[config.mk]
export PLATFORM = sky130hd
export DESIGN_NAME = tcse_ctrl
export DESIGN_NICKNAME = d
export VERILOG_FILES = /design/src/rtl/tcse_pkg.sv /design/src/rtl/tcse_ctrl.sv
export SDC_FILE = /design/constraint.sdc
export NUM_CORES = 1
export LEC_CHECK = 0
export CELL_PAD_IN_SITES_DETAIL_PLACEMENT = 0
export CELL_PAD_IN_SITES_GLOBAL_PLACEMENT = 1
export CORE_UTILIZATION = 44
export DETAILED_ROUTE_END_ITERATION = 7
export DONT_BUFFER_PORTS = 1
export PLACE_DENSITY = 0.88
export SKIP_CTS_REPAIR_TIMING = 1
export SLEW_MARGIN = 20
export SYNTH_ARGS = -nofsm -noshare
export SYNTH_HDL_FRONTEND = slang
export SYNTH_SLANG_ARGS = --single-unit
[constraint.sdc]
create_clock -name clk -period 4.9 [get_ports clk]
set_clock_uncertainty 0.2 [all_clocks]
set_input_delay 0.49 -clock clk [delete_from_list [all_inputs] [get_ports clk]]
set_output_delay 0.49 -clock clk [all_outputs]
set_load 0.005 [all_outputs]
[src/rtl/tcse_pkg.sv]
// Package for the tone curve spline evaluator.
// Holds widths, fixed-point constants, the controller state and datapath
// command types shared by tcse_ctrl, tcse_dp and the top level.
`default_nettype none
package tcse_pkg;

  localparam int MaxPoints = 16;
  localparam int FracBits  = 16;
  localparam int IdxW      = 4;
  localparam int CntW      = 5;
  localparam int ValW      = FracBits + 1;
  localparam int DifW      = ValW + 1;
  localparam int NumW      = 2 * DifW - 2;
  localparam int HornW     = 40;
  localparam int ProdW     = HornW + DifW;

  localparam logic [ValW-1:0] OneQ  = ValW'(1) << FracBits;
  localparam logic [ValW-1:0] HalfQ = ValW'(1) << (FracBits - 1);

  localparam logic REQ_WRITE = 1'b0;
  localparam logic REQ_EVAL  = 1'b1;

  typedef enum logic [4:0] {
    OP_NONE,
    OP_WRITE,
    OP_START,
    OP_FIRST,
    OP_LAST,
    OP_SRCH,
    OP_LD0,
    OP_LD1,
    OP_LD2,
    OP_LD3,
    OP_DT_GO,
    OP_CAP_T,
    OP_MUL_M1,
    OP_DM1_GO,
    OP_CAP_M1,
    OP_MUL_M2,
    OP_DM2_GO,
    OP_CAP_M2,
    OP_COEF,
    OP_HMUL,
    OP_HADD,
    OP_CLAMP,
    OP_OUT
  } dp_op_t;

  typedef enum logic [4:0] {
    ST_IDLE,
    ST_FIRST,
    ST_LAST,
    ST_SRCH,
    ST_F0,
    ST_F1,
    ST_F2,
    ST_F3,
    ST_T_GO,
    ST_T_WAIT,
    ST_M1_MUL,
    ST_M1_GO,
    ST_M1_WAIT,
    ST_M2_MUL,
    ST_M2_GO,
    ST_M2_WAIT,
    ST_COEF,
    ST_HMUL,
    ST_HADD,
    ST_CLAMP,
    ST_DONE
  } ctl_state_t;

  typedef struct packed {
    dp_op_t op;
  } ctl_cmd_t;

  typedef struct packed {
    logic n_zero;
    logic lt;
    logic srch_done;
    logic div_done;
    logic h_last;
    logic out_busy;
  } dp_stat_t;

endpackage
`default_nettype wire

[src/rtl/tcse_ctrl.sv]
// Controller state machine: sequences the table search, point fetch,
// divisions and Horner steps in tcse_dp. Depends on tcse_pkg.
`default_nettype none
module tcse_ctrl
  import tcse_pkg::*;
(
  input  wire logic     clk,
  input  wire logic     rst_n,
  input  wire logic     in_valid,
  input  wire logic     in_req_type,
  output logic          in_ready,
  input  wire dp_stat_t stat,
  output ctl_cmd_t      cmd
);

  ctl_state_t state_r, state_nxt;

  always_ff @(posedge clk) begin
    if (!rst_n) state_r <= ST_IDLE;
    else state_r <= state_nxt;
  end

  always_comb begin
    state_nxt = state_r;
    cmd.op    = OP_NONE;
    in_ready  = 1'b0;
    case (state_r)
      ST_IDLE: begin
        in_ready = 1'b1;
        if (in_valid) begin
          if (in_req_type == REQ_WRITE) begin
            cmd.op = OP_WRITE;
          end else begin
            cmd.op    = OP_START;
            state_nxt = ST_FIRST;
          end
        end
      end
      ST_FIRST: begin
        cmd.op    = OP_FIRST;
        state_nxt = (stat.n_zero || stat.lt) ? ST_DONE : ST_LAST;
      end
      ST_LAST: begin
        cmd.op    = OP_LAST;
        state_nxt = stat.lt ? ST_SRCH : ST_DONE;
      end
      ST_SRCH: begin
        cmd.op = OP_SRCH;
        if (stat.srch_done) state_nxt = ST_F0;
      end
      ST_F0: begin cmd.op = OP_LD0; state_nxt = ST_F1; end
      ST_F1: begin cmd.op = OP_LD1; state_nxt = ST_F2; end
      ST_F2: begin cmd.op = OP_LD2; state_nxt = ST_F3; end
      ST_F3: begin cmd.op = OP_LD3; state_nxt = ST_T_GO; end
      ST_T_GO: begin cmd.op = OP_DT_GO; state_nxt = ST_T_WAIT; end
      ST_T_WAIT: begin
        if (stat.div_done) begin
          cmd.op    = OP_CAP_T;
          state_nxt = ST_M1_MUL;
        end
      end
      ST_M1_MUL: begin cmd.op = OP_MUL_M1; state_nxt = ST_M1_GO; end
      ST_M1_GO: begin cmd.op = OP_DM1_GO; state_nxt = ST_M1_WAIT; end
      ST_M1_WAIT: begin
        if (stat.div_done) begin
          cmd.op    = OP_CAP_M1;
          state_nxt = ST_M2_MUL;
        end
      end
      ST_M2_MUL: begin cmd.op = OP_MUL_M2; state_nxt = ST_M2_GO; end
      ST_M2_GO: begin cmd.op = OP_DM2_GO; state_nxt = ST_M2_WAIT; end
      ST_M2_WAIT: begin
        if (stat.div_done) begin
          cmd.op    = OP_CAP_M2;
          state_nxt = ST_COEF;
        end
      end
      ST_COEF: begin cmd.op = OP_COEF; state_nxt = ST_HMUL; end
      ST_HMUL: begin cmd.op = OP_HMUL; state_nxt = ST_HADD; end
      ST_HADD: begin
        cmd.op    = OP_HADD;
        state_nxt = stat.h_last ? ST_CLAMP : ST_HMUL;
      end
      ST_CLAMP: begin cmd.op = OP_CLAMP; state_nxt = ST_DONE; end
      ST_DONE: begin
        if (!stat.out_busy) begin
          cmd.op    = OP_OUT;
          state_nxt = ST_IDLE;
        end
      end
      default: state_nxt = ST_IDLE;
    endcase
  end

endmodule
`default_nettype wire

Yosys cells after proc, flatten, opt, wreduce, memory -nomap -nowiden:

Cells that the tools add are included.

* equal/unequal tests: 27
* muxes and demuxes: 19
* reductions and logical operators: 3

Operators with widths (number)
* $pmux W5 S21: 2
* $mux W5: 11
* $eq A5 B4 Y1 const B: 8
* $eq A5 B5 Y1 const B: 5
* $eq A5 B3 Y1 const B: 4
* $ne A2 B2 Y1 const B: 7
* $eq A5 B2 Y1 const B: 2
* $mux W4: 2
* $reduce_and A7 Y1: 1
* $mux W2: 3
* $eq A5 B1 Y1 const B: 1
* $logic_not A5 Y1: 1
* $logic_or A1 B1 Y1: 1
* $mux W1: 1

* bits in registers: 5
* input bits: 10
* output and inout port bits: 6
* word-level logic and storage cells: 50

Depth between registers and ports, before layout:

* word-level depth: 3
* depth in mapped cells: 6

Worst setup path after synthesis:

Ideal clock, no wire load.

* path kind: input to output
* from: input stat[2] in the netlist's numbering
* to: output cmd[1] in the netlist's numbering
* arrival time: 1.410 ns
* data required time: 4.210 ns
* path slack: 2.800 ns
* cell stages on the path: 4
* buffers on the path: 0
* path through: inv_1 -> maj3_1 -> or4b_1 -> o311ai_1

RTL lines
* start, declared: line tcse_ctrl.sv:12 `input wire dp_stat_t stat,`
* end, declared: line tcse_ctrl.sv:13 `output ctl_cmd_t cmd`

==> impl_metrics.tcl <==
set metrics [dict create \
    die_h_um 40.5 \
    fillers 150 \
    fmax_mhz 391 \
    final_cells 108 \
    maxSlewViolCount 0 \
    numCtsBuffers 3 \
    synth_nets 108 \
    syn_area_um2 651 \
    post-dp-hpwl_um 1100 \
    drt-initial-drc-count 17 \
    grt_use_total 0.203 \
    gp_congestion 0.781 \
    slew_headroom 0.488 \
    dp.cells 104 \
    synth_top_area_share 0.154 \
    crit_slowest_cell "or4_1" \
    clk_pin_slew_worst_paths_ns 0.05 \
    power_frac_seq 0.404 \
    netSwitchingFraction 0.359 \
    worstRegToRegCells 5 \
    start_util 0.488 \
    combPwrFrac 0.256 \
    io_buffers 0 \
    vdd.ir_drop.worst_v 0.000185 \
    drt-vias-per-instance 6.45 \
    wirelength_um 1620 \
    synth-seq-area-share 0.154 \
    synth.area.top_cells "dfxtp_1 (15%), nand2_1 (9.2%), a21oi_1 (4.6%), nand3_1 (4.6%), clkbuf_1 (4.0%)" \
    worst_setup_path_start_kind "flip-flop" \
    cts.sinks 5 \
    hold_end "state_r[4]$_SDFFE_PN0P_" \
    post-route-util 0.496 \
    syn_avg_cell_area_um2 6.64 \
    hold_path.class "primary input to flip-flop" \
    crit_fanout 24 \
    run_status "completed" \
    grt_pass1_vias 500 \
    design.core.area_um2 1330 \
    cts_tree "done" \
    clkPwrFrac 0.340 \
    cp_data_arrival_time_ns 1.87 \
    clock_path_buffers 2 \
    synth_largest_area_cell "dfxtp_1" \
    max_cap_viol_count 0 \
    io_pins 16 \
    die_w_um 40.5 \
    clock_latency_ns 0.24 \
    finalSetupTns_ns 0 \
    final_cell_mix "nand2_1 (16), nor2_1 (6), a21oi_1 (6), nand3_1 (6), dfxtp_1 (5)" \
    hp-start "rst_n" \
    largest_register "state_r" \
    r2r-end "state_r[0]$_SDFFE_PN0P_" \
    largest_reg_flops 5 \
    multi_input_area_um2 508 \
    htree_levels 1 \
    rows 13 \
    syn_to_final_growth_pct 1.73 \
    path_buf_inv 0 \
    synth_seq_cells 5 \
    dr.pass1.iters 4 \
    finalHoldViolCount 0 \
    crit_type "flip-flop to output pin" \
    worst_slew_pin_slew_ns 0.766 \
    synthCells 98 \
    holdPathStages 2 \
    finalSetupViolCount 0 \
    diodes 0 \
    power_density_nw_per_um2 210 \
    finalPower_uw 139 \
    wire_per_inst_um 15.0 \
    nNetsFinal 104 \
    ff_latch_area_um2 100 \
    yosysWarnings 0 \
    worstPathCellList "or4_1, nor2_1, nand2_1, o21ai_1" \
    p_int_uw 89.2 \
    rsz0062_at_grt "false" \
    vias 697 \
    setup.worst_path.end_class "output pin" \
    slowest_delay_ns 0.59 \
    period_minus_slack_ns 2.56 \
    grt_max_degree 25 \
    final_common_cell "nand2_1" \
    antenna_found_initial 0 \
    p_sw_uw 49.9 \
    ctsRootBufferMaster "clkbuf_4" \
    leakage_nw 0.208 \
    grt_pass1_wl_um 2190 \
    overflow 0 \
    r2r_slack_ns 2.39 \
    drtAntennaViolNets 0 \
    remaining_drc_errors 0 \
    yosysUniqueCellTypes 37 \
    cp.required_ns 4.21 \
    drive_gt1_frac 0.0753 \
    die-area_um2 1640 \
    critPathTopFamily "simple AND/OR/NAND/NOR gates" \
    fin_crit_sh 0.522 \
    r2r_start "state_r[2]$_SDFFE_PN0P_" \
    largestRegisters "state_r x5" \
]
[synth_stat cells]
| library cell | number |
|---|---|
| o22ai_1 | 3 |
| o32ai_2 | 1 |
| dfxtp_1 | 5 |
| a21oi_1 | 6 |
| nor4_1 | 3 |
| maj3_1 | 1 |
| nor4_4 | 1 |
| nand2_1 | 16 |
| a2111oi_0 | 1 |
| nor2_1 | 6 |
| clkbuf_1 | 7 |
| o21ai_0 | 4 |
| o311ai_0 | 1 |
| nand3b_1 | 3 |
| buf_1 | 1 |
| or4b_1 | 1 |
| o311ai_1 | 2 |
| mux2i_1 | 1 |
| nor2b_1 | 3 |
| o21ai_1 | 4 |
| o211ai_1 | 1 |
| nand2b_1 | 4 |
| and3_1 | 1 |
| nand4_1 | 1 |
| a311oi_1 | 1 |
| and2_1 | 1 |
| or4_1 | 1 |
| nor3_1 | 2 |
| nor4bb_1 | 1 |
| o31a_1 | 1 |
| nor4b_1 | 1 |
| o32ai_1 | 1 |
| nand3_1 | 6 |
| nand4_2 | 1 |
| inv_1 | 2 |
| buf_2 | 1 |
| xor2_1 | 2 |
[cells by family (layout without fill, tap and decap cells)]
| kind of cell | count (synthesis) | count (layout) | share of synthesized area |
|---|---|---|---|
| simple gates | 52 | 52 | 0.456 |
| compound gates | 26 | 26 | 0.267 |
| buf+inv | 11 | 6 | 0.0654 |
| flops | 5 | 5 | 0.154 |
| xor+xnor | 2 | 2 | 0.0269 |
| fa+ha+maj | 1 | 1 | 0.0154 |
| mux | 1 | 1 | 0.0154 |
[per-stage QoR]
step | hold WS (ns) | cell area [µm²] | setup slack (ns)
2_1_floorplan | 0.410 | 651 | 2.80
3_3_place_gp | 0.458 | 634 | 2.58
3_5_place_dp | 0.447 | 634 | 2.43
4_1_cts | 0.196 | 662 | 2.34
5_1_grt | 0.203 | 662 | 2.15
6_report | 0.196 | 662 | 2.34
[per-layer routing]
layer | GRT usage | part of all wire
met5 | 0 | 0
met4 | 0.133 | 0.0093
met3 | 0.0278 | 0.046
met2 | 0.310 | 0.46
met1 | 0.261 | 0.49
[worst register-to-register path, delay by kind of cell (launching register included)]
family          cells  cell delay [ns]
flops               1             0.81
simple gates        4             1.09
compound gates      1             0.31
[final cells by class]
| type | count | share of cell area |
|---|---|---|
| clock buffers | 3 | 0.0340 |
| clock inverters | 1 | 0.00756 |
| inverters | 2 | 0.0113 |
| multi-input cells | 82 | 0.767 |
| flip-flops and latches | 5 | 0.151 |
| well taps | 15 | 0.0284 |
[power by group through the flow]
| stage | clock network (mW) | logic, mW | registers [mW] |
|---|---|---|---|
| 2_1_floorplan | 0 | 0.0401 | 0.0456 |
| 3_3_place_gp | 0 | 0.0340 | 0.0564 |
| 3_5_place_dp | 0 | 0.0352 | 0.0565 |
| 4_1_cts | 0.0484 | 0.0353 | 0.0558 |
| 5_1_grt | 0.0523 | 0.0404 | 0.0570 |
| 6_report | 0.0473 | 0.0356 | 0.0561 |
[how the worst max path moves through the flow]
stage,start,endpoint,slack [ns],depth (start not counted)
global route,state_r[0]$_SDFFE_PN0P_,cmd[3],2.15,4
global placement,state_r[2]$_SDFFE_PN0P_,state_r[0]$_SDFFE_PN0P_,2.58,5
CTS,state_r[2]$_SDFFE_PN0P_,cmd[1],2.34,4
detailed placement,state_r[2]$_SDFFE_PN0P_,state_r[0]$_SDFFE_PN0P_,2.43,5
finish,state_r[2]$_SDFFE_PN0P_,cmd[0],2.34,4
floorplan,stat[2],cmd[1],2.80,4
(Power assumes the default switching activity.)
